$ cat config.mk
export PLATFORM = sky130hd
export DESIGN_NAME = debug_link_command_parser
export DESIGN_NICKNAME = d
export VERILOG_FILES = /design/src/rtl/dlcp_pkg.sv /design/src/rtl/dlcp_front.sv /design/src/rtl/dlcp_queue.sv /design/src/rtl/dlcp_back.sv /design/src/rtl/debug_link_command_parser.sv
export SDC_FILE = /design/constraint.sdc
export NUM_CORES = 1
export LEC_CHECK = 0
export ABC_CLOCK_PERIOD_IN_PS = 5300
export BUFFER_PORTS_ARGS = -buffer_cell sky130_fd_sc_hd__buf_2
export CORE_UTILIZATION = 52
export CTS_CLUSTER_DIAMETER = 120
export DETAILED_ROUTE_END_ITERATION = 10
export PLACE_DENSITY = 0.8
export SETUP_SLACK_MARGIN = 0.5
export SYNTH_ARGS = -nofsm -noshare
export SYNTH_HDL_FRONTEND = slang
export SYNTH_SLANG_ARGS = --single-unit
$ cat constraint.sdc
create_clock -name clk -period 5.3 [get_ports clk]
set_clock_uncertainty 0.15 [all_clocks]
set_input_delay 0.265 -clock clk [delete_from_list [all_inputs] [get_ports clk]]
set_output_delay 0.265 -clock clk [all_outputs]
set_load 0.01 [all_outputs]
$ cat src/rtl/dlcp_pkg.sv
`default_nettype none

package dlcp_pkg;

    // Link framing and payload markers
    localparam logic [7:0] HEADER_BYTE  = 8'hF0;
    localparam logic [7:0] ENABLE_BYTE  = 8'h0A;
    localparam logic [7:0] DISABLE_BYTE = 8'hB0;

    // Mode byte codes
    localparam logic [7:0] MODE_PARAM   = 8'd0;
    localparam logic [7:0] MODE_CHANNEL = 8'd1;
    localparam logic [7:0] MODE_ENABLE  = 8'd2;

    localparam int NUM_PARAMS   = 3;
    localparam int NUM_CHANNELS = 9;

    localparam int PAYLOAD_BYTES = 5;
    localparam int COUNT_W       = 3;
    localparam logic [COUNT_W-1:0] LAST_COUNT = COUNT_W'(PAYLOAD_BYTES - 1);

    // Command queue between parser and executor
    localparam int QUEUE_DEPTH = 2;
    localparam int QPTR_W      = $clog2(QUEUE_DEPTH);
    localparam int QCNT_W      = $clog2(QUEUE_DEPTH + 1);

    typedef enum logic [2:0] {
        PM_WAIT_HEADER,
        PM_WAIT_MODE,
        PM_PARAM,
        PM_CHANNEL,
        PM_ENABLE
    } parse_mode_t;

    typedef enum logic [1:0] {
        KIND_PARAM   = 2'd0,
        KIND_CHANNEL = 2'd1,
        KIND_ENABLE  = 2'd2
    } cmd_kind_t;

    typedef struct packed {
        cmd_kind_t   kind;
        logic [3:0]  index;
        logic [31:0] word;
        logic        enable_set;
    } dlcp_cmd_t;

endpackage

`default_nettype wire

$ cat src/rtl/dlcp_front.sv
`default_nettype none

module dlcp_front (
    input  wire logic              clk,
    input  wire logic              rst_n,
    input  wire logic              in_valid,
    output logic                   in_stall,
    input  wire logic [7:0]        rx_byte,
    input  wire logic              queue_full,
    output logic                   push,
    output dlcp_pkg::dlcp_cmd_t    push_cmd
);
    import dlcp_pkg::*;

    parse_mode_t          state_reg, state_next;
    logic [COUNT_W-1:0]   count_reg, count_next;
    logic [31:0]          buf_reg;
    logic                 accept;
    logic                 in_payload;
    logic                 last_byte;
    logic                 all_on;
    logic                 all_off;
    logic [31:0]          word;
    logic [7:0]           idx;

    assign in_stall   = queue_full;
    assign accept     = in_valid && !queue_full;
    assign in_payload = (state_reg == PM_PARAM) || (state_reg == PM_CHANNEL)
                        || (state_reg == PM_ENABLE);
    assign last_byte  = accept && in_payload && (count_reg == LAST_COUNT);

    // Next state
    always_comb
    begin
        state_next = state_reg;
        count_next = count_reg;
        unique case (state_reg)
            PM_WAIT_HEADER:
            begin
                if (accept && rx_byte == HEADER_BYTE)
                    state_next = PM_WAIT_MODE;
            end
            PM_WAIT_MODE:
            begin
                if (accept)
                begin
                    count_next = '0;
                    priority if (rx_byte == MODE_PARAM)
                        state_next = PM_PARAM;
                    else if (rx_byte == MODE_CHANNEL)
                        state_next = PM_CHANNEL;
                    else if (rx_byte == MODE_ENABLE)
                        state_next = PM_ENABLE;
                    else
                        state_next = PM_WAIT_MODE;
                end
            end
            PM_PARAM, PM_CHANNEL, PM_ENABLE:
            begin
                if (accept)
                begin
                    count_next = count_reg + 1'b1;
                    if (count_reg == LAST_COUNT)
                        state_next = PM_WAIT_HEADER;
                end
            end
            default:
            begin
                state_next = PM_WAIT_HEADER;
            end
        endcase
    end

    // Classify the finished payload
    assign idx     = buf_reg[31:24];
    assign word    = {buf_reg[23:0], rx_byte};
    assign all_on  = (buf_reg == {4{ENABLE_BYTE}})  && (rx_byte == ENABLE_BYTE);
    assign all_off = (buf_reg == {4{DISABLE_BYTE}}) && (rx_byte == DISABLE_BYTE);

    always_comb
    begin
        push                = 1'b0;
        push_cmd.kind       = KIND_PARAM;
        push_cmd.index      = idx[3:0];
        push_cmd.word       = word;
        push_cmd.enable_set = all_on;
        unique case (state_reg)
            PM_PARAM:
            begin
                push_cmd.kind = KIND_PARAM;
                push          = last_byte && (idx < 8'(NUM_PARAMS));
            end
            PM_CHANNEL:
            begin
                push_cmd.kind = KIND_CHANNEL;
                push          = last_byte && (idx < 8'(NUM_CHANNELS));
            end
            PM_ENABLE:
            begin
                push_cmd.kind  = KIND_ENABLE;
                push_cmd.index = '0;
                push_cmd.word  = '0;
                push           = last_byte && (all_on || all_off);
            end
            default:
            begin
                push = 1'b0;
            end
        endcase
    end

    always_ff @(posedge clk or negedge rst_n)
    begin
        if (!rst_n)
        begin
            state_reg <= PM_WAIT_HEADER;
            count_reg <= '0;
        end
        else
        begin
            state_reg <= state_next;
            count_reg <= count_next;
        end
    end

    // Shift in payload bytes, first byte ends up on top
    always_ff @(posedge clk)
    begin
        if (accept && in_payload)
            buf_reg <= {buf_reg[23:0], rx_byte};
    end

endmodule

`default_nettype wire

$ cat src/rtl/dlcp_queue.sv
`default_nettype none

module dlcp_queue (
    input  wire logic                 clk,
    input  wire logic                 rst_n,
    input  wire logic                 push,
    input  wire dlcp_pkg::dlcp_cmd_t  push_cmd,
    output logic                      full,
    output logic                      head_valid,
    output dlcp_pkg::dlcp_cmd_t       head_cmd,
    input  wire logic                 pop
);
    import dlcp_pkg::*;

    dlcp_cmd_t            slot_reg [QUEUE_DEPTH];
    logic [QPTR_W-1:0]    wr_ptr_reg, wr_ptr_next;
    logic [QPTR_W-1:0]    rd_ptr_reg, rd_ptr_next;
    logic [QCNT_W-1:0]    cnt_reg, cnt_next;
    logic                 do_push;
    logic                 do_pop;

    assign full       = (cnt_reg == QCNT_W'(QUEUE_DEPTH));
    assign head_valid = (cnt_reg != '0);
    assign head_cmd   = slot_reg[rd_ptr_reg];
    assign do_push    = push && !full;
    assign do_pop     = pop && head_valid;

    always_comb
    begin
        wr_ptr_next = do_push ? wr_ptr_reg + 1'b1 : wr_ptr_reg;
        rd_ptr_next = do_pop  ? rd_ptr_reg + 1'b1 : rd_ptr_reg;
        cnt_next    = cnt_reg;
        if (do_push && !do_pop)
            cnt_next = cnt_reg + 1'b1;
        else if (do_pop && !do_push)
            cnt_next = cnt_reg - 1'b1;
    end

    always_ff @(posedge clk or negedge rst_n)
    begin
        if (!rst_n)
        begin
            wr_ptr_reg <= '0;
            rd_ptr_reg <= '0;
            cnt_reg    <= '0;
        end
        else
        begin
            wr_ptr_reg <= wr_ptr_next;
            rd_ptr_reg <= rd_ptr_next;
            cnt_reg    <= cnt_next;
        end
    end

    always_ff @(posedge clk)
    begin
        if (do_push)
            slot_reg[wr_ptr_reg] <= push_cmd;
    end

endmodule

`default_nettype wire

$ cat src/rtl/dlcp_back.sv
`default_nettype none

module dlcp_back (
    input  wire logic                 clk,
    input  wire logic                 rst_n,
    input  wire logic                 head_valid,
    input  wire dlcp_pkg::dlcp_cmd_t  head_cmd,
    output logic                      pop,
    output logic                      out_valid,
    input  wire logic                 out_stall,
    output logic [1:0]                command_kind,
    output logic [3:0]                target_index,
    output logic [31:0]               value_bits,
    output logic [7:0]                channel_code,
    output logic                      stream_enable
);
    import dlcp_pkg::*;

    localparam logic [7:0] EXP_ONE    = 8'd127;
    localparam logic [7:0] EXP_SAT    = 8'd135;
    localparam logic [7:0] EXP_TOP    = 8'd134;
    localparam logic [7:0] EXP_SPECIAL = 8'hFF;

    // Truncate toward zero, saturate to 0..255; sign set or NaN gives 0
    function automatic logic [7:0] word_to_code(input logic [31:0] w);
        logic [7:0] expo;
        logic [7:0] top;
        logic [2:0] sh;
        logic [7:0] code;
        expo = w[30:23];
        top  = {1'b1, w[22:16]};
        sh   = 3'(EXP_TOP - expo);
        priority if (w[31])
            code = 8'd0;
        else if (expo == EXP_SPECIAL)
            code = (|w[22:0]) ? 8'd0 : 8'hFF;
        else if (expo < EXP_ONE)
            code = 8'd0;
        else if (expo >= EXP_SAT)
            code = 8'hFF;
        else
            code = top >> sh;
        return code;
    endfunction

    logic         out_valid_reg, out_valid_next;
    logic         flag_reg, flag_next;
    cmd_kind_t    kind_reg;
    logic [3:0]   index_reg;
    logic [31:0]  word_reg;
    logic [7:0]   code_reg;
    logic [7:0]   code_next;

    // Load a new command when the output register is empty or being taken
    assign pop = head_valid && (!out_valid_reg || !out_stall);

    always_comb
    begin
        flag_next      = flag_reg;
        out_valid_next = out_valid_reg;
        code_next      = 8'd0;
        if (head_cmd.kind == KIND_CHANNEL)
            code_next = word_to_code(head_cmd.word);
        if (pop)
        begin
            out_valid_next = 1'b1;
            if (head_cmd.kind == KIND_ENABLE)
                flag_next = head_cmd.enable_set;
        end
        else if (!out_stall)
        begin
            out_valid_next = 1'b0;
        end
    end

    always_ff @(posedge clk or negedge rst_n)
    begin
        if (!rst_n)
        begin
            out_valid_reg <= 1'b0;
            flag_reg      <= 1'b0;
        end
        else
        begin
            out_valid_reg <= out_valid_next;
            flag_reg      <= flag_next;
        end
    end

    always_ff @(posedge clk)
    begin
        if (pop)
        begin
            kind_reg  <= head_cmd.kind;
            index_reg <= head_cmd.index;
            word_reg  <= head_cmd.word;
            code_reg  <= code_next;
        end
    end

    assign out_valid     = out_valid_reg;
    assign command_kind  = kind_reg;
    assign target_index  = index_reg;
    assign value_bits    = word_reg;
    assign channel_code  = code_reg;
    assign stream_enable = flag_reg;

endmodule

`default_nettype wire

$ cat src/rtl/debug_link_command_parser.sv
// Channel | Signals                                   | Accepted when
// --------+-------------------------------------------+---------------------------
// input   | in_valid, in_stall, rx_byte               | in_valid && !in_stall
// output  | out_valid, out_stall, command_kind,       | out_valid && !out_stall
//         | target_index, value_bits, channel_code,   |
//         | stream_enable                             |
//
// One byte is taken every cycle unless in_stall is high; a command is queued, then loaded into the output register.
// The two-entry command queue and the output register absorb output stalls; in_stall
// rises only once the queue is full, i.e. three commands are pending.
// Reset (rst_n low, asynchronous) returns the parser to header search and clears the
// enable flag, the queue and the output valid.
`default_nettype none

module debug_link_command_parser (
    input  wire logic         clk,
    input  wire logic         rst_n,
    input  wire logic         in_valid,
    output logic              in_stall,
    input  wire logic [7:0]   rx_byte,
    output logic              out_valid,
    input  wire logic         out_stall,
    output logic [1:0]        command_kind,
    output logic [3:0]        target_index,
    output logic [31:0]       value_bits,
    output logic [7:0]        channel_code,
    output logic              stream_enable
);
    import dlcp_pkg::*;

    logic       push;
    dlcp_cmd_t  push_cmd;
    logic       queue_full;
    logic       head_valid;
    dlcp_cmd_t  head_cmd;
    logic       pop;

    dlcp_front u_front (
        .clk        (clk),
        .rst_n      (rst_n),
        .in_valid   (in_valid),
        .in_stall   (in_stall),
        .rx_byte    (rx_byte),
        .queue_full (queue_full),
        .push       (push),
        .push_cmd   (push_cmd)
    );

    dlcp_queue u_queue (
        .clk        (clk),
        .rst_n      (rst_n),
        .push       (push),
        .push_cmd   (push_cmd),
        .full       (queue_full),
        .head_valid (head_valid),
        .head_cmd   (head_cmd),
        .pop        (pop)
    );

    dlcp_back u_back (
        .clk           (clk),
        .rst_n         (rst_n),
        .head_valid    (head_valid),
        .head_cmd      (head_cmd),
        .pop           (pop),
        .out_valid     (out_valid),
        .out_stall     (out_stall),
        .command_kind  (command_kind),
        .target_index  (target_index),
        .value_bits    (value_bits),
        .channel_code  (channel_code),
        .stream_enable (stream_enable)
    );

endmodule

`default_nettype wire

Word-level counts from Yosys, hierarchy flattened

Memory sizes are Yosys's and may differ from the RTL's.
Cells that the tools add are included.

Add/sub/neg operators: 6
Order comparisons: 4
Equal/unequal tests: 21
Shift-type cells: 1
Mux-type cells: 24
Bitwise logic cells: 1
Reduce and logical (&&, ||, !) cells: 34

Operators by type and width:

| cell                                                                          | count |
|---|---|
| 36-bit two-way mux                                                            | 1 |
| 32-bit by 28-bit == test with 1-bit output (second input constant)            | 1 |
| 32-bit == test (second input constant)                                        | 1 |
| 8-bit two-way mux                                                             | 4 |
| 3-bit two-way mux                                                             | 9 |
| 8-bit == test (second input constant)                                         | 3 |
| 23-bit OR reduction                                                           | 1 |
| 1-bit logical AND                                                             | 14 |
| 2-bit by 1-bit != test with 1-bit output (second input constant)              | 5 |
| 3-bit case mux with 3 select lines                                            | 1 |
| 8-bit by 1-bit == test with 1-bit output (second input constant)              | 1 |
| 8-bit by 2-bit == test with 1-bit output (second input constant)              | 1 |
| 8-bit by 4-bit == test with 1-bit output (second input constant)              | 1 |
| 8-bit >= comparator (second input constant)                                   | 1 |
| 8-bit zero test                                                               | 1 |
| 8-bit by 2-bit less-than comparator with 1-bit output (second input constant) | 1 |
| 8-bit by 4-bit less-than comparator with 1-bit output (second input constant) | 1 |
| 8-bit by 7-bit less-than comparator with 1-bit output (second input constant) | 1 |
| 8-bit by 3-bit >> shifter with 8-bit output                                   | 1 |
| 3-bit by 2-bit == test with 1-bit output (second input constant)              | 2 |
| 3-bit == test (second input constant)                                         | 2 |
| 3-bit case mux with 2 select lines                                            | 1 |
| 2-bit nonzero test                                                            | 3 |
| 1-bit zero test                                                               | 5 |
| other kinds (20)                                                              | 29 |

Bits in registers: 90
RAM bits: 78
Input bits: 12
Output and inout bits: 49
Word-level logic and storage cells: 104
Memories: 1

Memories:

| memory           | depth | bits a word | rd ports | clocked after Yosys merged registers in | wr ports | RTL line         | source |
|---|---|---|---|---|---|---|---|
| u_queue.slot_reg | 2     | 39          | 1        | 0                                       | 1        | dlcp_queue.sv:15 | `dlcp_cmd_t slot_reg [QUEUE_DEPTH];` |

Depth between registers and ports, before layout

Depth after elaboration: 12
Depth in mapped cells: 10
Gate-level depth less buffers: 9

Modules after synthesis

A second synthesis with hierarchy kept.

Cell total of the unflattened synthesis: 421
Area total of the unflattened synthesis: 6917.9 sq um

By module, submodules not included:

| module     | times used | cells each | area an instance (sq um) | seq. area each (sq um) |
|---|---|---|---|---|
| dlcp_queue | 1          | 140        | 3026.7                   | 2442.3 |
| dlcp_back  | 1          | 116        | 1969.4                   | 1431.4 |
| dlcp_front | 1          | 165        | 1921.8                   | 1111.1 |

Least setup slack after synthesis

OpenSTA, ideal clock, no wires.

Kind: flip-flop to flip-flop
Start point: register u_front.buf_reg[26]
End point: memory u_queue.slot_reg[0][0] (netlist name) (enable)
Library setup time: 0.495 ns
Arrival time: 4.524 ns
Data required time: 4.655 ns
Slack: 0.131 ns
Cell stages (with the launch flop): 6
Buffers on the path: 0
Period minus slack after synthesis: 5.169 ns
Cells stage by stage: edfxtp_1 -> or4b_1 -> nor4_1 -> nand4_1 -> a211o_1 -> a211oi_1

Word-level cells in the longest chain between the ends: 8
Elaborated cells on any way between the ends: 14
Those cells by class: 2 x order compare; 2 x eq/ne; 3 x mux; 7 x reduce/logical

RTL lines:

| element                                                                                                       | RTL line          | source |
|---|---|---|
| start, declared                                                                                               | dlcp_front.sv:17  | `logic [31:0] buf_reg;` |
| start signal, assigned                                                                                        | dlcp_front.sv:130 | `buf_reg <= {buf_reg[23:0], rx_byte};` |
| parallel branches: the longest is 4 deep, another holds 8-bit by 4-bit less-than comparator with 1-bit output | n/a               |  |
| 1-bit case mux with 3 select lines (*)                                                                        | dlcp_front.sv:87  | `unique case (state_reg)` |
| 1-bit logical AND (*)                                                                                         | dlcp_queue.sv:25  | `assign do_push = push && !full;` |
| 1-bit two-way mux (*)                                                                                         | dlcp_queue.sv:57  | `if (do_push)` |
| 1-bit two-way mux (not written as such) (*)                                                                   | dlcp_queue.sv:58  | `slot_reg[wr_ptr_reg] <= push_cmd;` |
| end, declared                                                                                                 | dlcp_queue.sv:15  |  |

Every way passes the cells marked *.

Worst setup path after layout

Start point: register u_front.state_reg[1]
End point: memory u_queue.slot_reg[0][33] (netlist name) (enable)

Word-level cells in the longest chain between the ends: 10
Elaborated cells on any way between the ends: 14
Those cells by class: 3 x eq/ne; 3 x mux; 8 x reduce/logical

RTL lines:

| element                                     | RTL line                                              | source |
|---|---|---|
| start, declared                             | dlcp_front.sv:15                                      | `parse_mode_t state_reg, state_next;` |
| start signal, assigned                      | dlcp_front.sv:121                                     | `state_reg <= state_next;` |
| 3-bit by 2-bit == test with 1-bit output    | dlcp_front.sv:28, dlcp_front.sv:87                    |  |
| 1-bit logical OR                            | dlcp_front.sv:28                                      | `assign in_payload = (state_reg == PM_PARAM) \|\| (state_reg == PM_CHANNEL)` |
| 1-bit logical OR                            | dlcp_front.sv:29                                      | `\|\| (state_reg == PM_ENABLE);` |
| 1-bit logical AND (2 in series)             | dlcp_front.sv:30                                      | `assign last_byte = accept && in_payload && (count_reg == LAST_COUNT);` |
| 1-bit logical AND, on equally long branches | dlcp_front.sv:103, dlcp_front.sv:91, dlcp_front.sv:96 |  |
| 1-bit case mux with 3 select lines (*)      | dlcp_front.sv:87                                      |  |
| 1-bit logical AND (*)                       | dlcp_queue.sv:25                                      |  |
| 1-bit two-way mux (*)                       | dlcp_queue.sv:57                                      |  |
| 1-bit two-way mux (not written as such) (*) | dlcp_queue.sv:58                                      |  |

Every way passes the cells marked *; elsewhere a longest branch is shown, timed or not.

==> run metrics <==
fill count=899; Fin Setup TNS=0 ns; commonest non-fill, non-tap cell in the layout=edfxtp_1; largest net degree at the start of global routing=47; Initial Util=0.543; clock sink count=168; Placer Congestion=0.945; drt drc=0; Distinct cells, synth=57; worst path arrival time=3.70 ns; Routed WL=12900 µm; H-tree levels=4; critical-path maximum fanout=41; CTS tree=yes; Die W=118 µm; fin. max-slew vios=0; final hold viol count=0; GRT overflow=0; VDD IR-drop max=0.233 mV; core area=12800 µm²; number of CTS-inserted buffers=17; Least-Margin Pin Slew=1.06 ns; initial antenna violation count=0; I/O Buffers=60; cell area after placement=7460 µm²; wire length per cell=18.2 µm; vias in the first global route=4032; post-synthesis cell count=446; Tightest Hold Check Type=input port to async pin; post-synthesis sequential area ratio=0.716; CTS resizes=0; Leakage Power=0.00282 µW; Rel. slew slack=0.280; max reg flops=78; Worst EP required=5.23 ns; row count=41; critical path endpoint category=flop; DRT Pass-1 Iters=4; Seq cells post-synth=168; gr usage total=0.198; clk_lat worst skew=0.42 ns; Post-CTS Setup Bufs=0; YS warnings=0; Iter 0 DRT Violations=302; final instance area=8160 µm²; post-route ant nets=0; Async SR Flop Fraction=0.0714; I/O pin count=61; share of layout cells above drive strength 1=0.246; WS Path Type=flop to flop; Period Utilization, post-route=0.710; placed instance count=667; dominant cell type by area after synthesis=edfxtp_1; Mapped Area=6970 µm²; Area growth, synth to finish=17.1%; die area=13900 µm²; die height=118 µm; Root Driver=clkbuf_16; hpwl dp=8680 µm; Via Count=4065; Period minus WS final=3.76 ns; Ant. Diodes=0; Final #Nets=541; Bufs on Longest Clock Path=2; number of enable flip-flop cells after synthesis=156; Synth Net Count=463; Primary FF master, synth=edfxtp_1; RSZ-0062 raised after global routing=false; Cell Pwr Density=385 nW/µm²; clock-pin transition on the worst setup and hold timing paths=0.06 ns; Yosys top cell area share=0.673; max cap viols=0; syn_area_per_cell=15.6 µm²; CP startpoint kind=flop; first-pass GRT wire length=20800 µm; drt via density=5.74; Synth area leaders=edfxtp_1 67%, mux2_2 4.7%, dfrtp_1 4.3%; final setup vio count=0; fin cells=708; commonest cells after routing, fill and taps aside=156 x edfxtp_1, 60 x buf_2, 39 x and2_1; status=completed; f_max=266 MHz
-- worst paths after layout --
kind,from,endpoint,slack (ns),cells after the start
min in group clk,in_valid,u_front.count_reg[1]$_DFFE_PN0P_,0.22,5
setup / recovery,u_front.state_reg[1]$_DFFE_PN0P_,u_queue.slot_reg[0][33]$_DFFE_PP_,1.54,5
max in group asynchronous,rst_n,u_queue.rd_ptr_reg$_DFFE_PN0P_,4.66,2
hold reg to reg,u_front.buf_reg[10]$_DFFE_PN_,u_front.buf_reg[18]$_DFFE_PN_,0.33,0
setup reg to reg,u_front.state_reg[1]$_DFFE_PN0P_,u_queue.slot_reg[0][33]$_DFFE_PP_,1.54,5
hold / removal,rst_n,u_front.state_reg[2]$_DFFE_PN0P_,0.1,2
-- synthesized netlist by cell type, drive strengths merged (3+ instances only) --
library cell  count
a211oi            8
a21oi            16
and2             39
and3              3
buf               7
clkbuf            9
dfrtp            12
edfxtp          156
ha                5
inv              18
mux2             30
mux2i            11
mux4              4
nand2            17
nand3             4
nand4             8
nor2             11
nor2b             3
nor3              9
nor4             16
nor4b             3
o211ai            4
o21ai            12
xnor2             4
xor2              3
-- stage by stage --
| stage | total power [µW] | worst slack (ns) | utilization | hold WS [ns] |
|---|---|---|---|---|
| 2_1_floorplan | 1810 | 0.131 | - | -0.181 |
| 4_1_cts | 3150 | 1.55 | 0.636 | 0.0823 |
| 3_3_place_gp | 1890 | 1.82 | 0.582 | 0.00793 |
| 3_5_place_dp | 1910 | 1.57 | 0.582 | 0.00888 |
| 5_1_grt | 3240 | 1.27 | 0.636 | 0.124 |
| 6_report | 3140 | 1.54 | 0.636 | 0.0962 |
-- report_power, final --
group	switching, µW	internal [µW]
Combinational	174	93.3
Sequential	59.0	1570
Clock	463	780
Total	695	2440
-- layer usage --
metal | track usage | wire length, µm | vias up
li1 | - | - | 1887
met1 | 0.253 | 5500 | 2002
met2 | 0.324 | 6450 | 164
met3 | 0.0499 | 788 | 12
met4 | 0.0833 | 167 | 0
met5 | 0 | 0 | -
-- critical path: stages (launching register included) --
cell and delay, ns:
dfrtp_1 0.49, nor2_1 0.36, nand2_1 0.69, a211o_1 0.57, a211oi_4 0.69, buf_4 0.46
-- timing repair --
action                                 4_1_cts  5_1_grt
endpoints found under the hold margin       22        0
setup endpoints to repair                    0        0
hold buffers                                10        0
-- kinds of logic (layout without fill, tap and decap cells) --
logic type | count (synthesis) | after routing | share of synthesized area
XOR/XNOR | 7 | 7 | 0.00880
adder cells (fa/ha/maj) | 5 | 5 | 0.00898
multiplexers | 45 | 45 | 0.0778
buffers and inverters | 34 | 124 | 0.0219
AO/OA/AOI/OAI | 57 | 57 | 0.0546
flip-flops | 168 | 168 | 0.716
AND/OR/NAND/NOR | 130 | 130 | 0.112
-- final cells by class --
cell class / count / area, µm² / share of cell area
Sequential cell: 168 / 4990 / 0.611
Multi-Input combinational cell: 244 / 1860 / 0.228
Clock buffer: 21 / 440 / 0.0540
Timing Repair Buffer: 75 / 438 / 0.0537
Tap cell: 172 / 215 / 0.0264
Clock inverter: 10 / 153 / 0.0187
Inverter: 18 / 67.6 / 0.00828
Power figures use the tool's default switching activity.
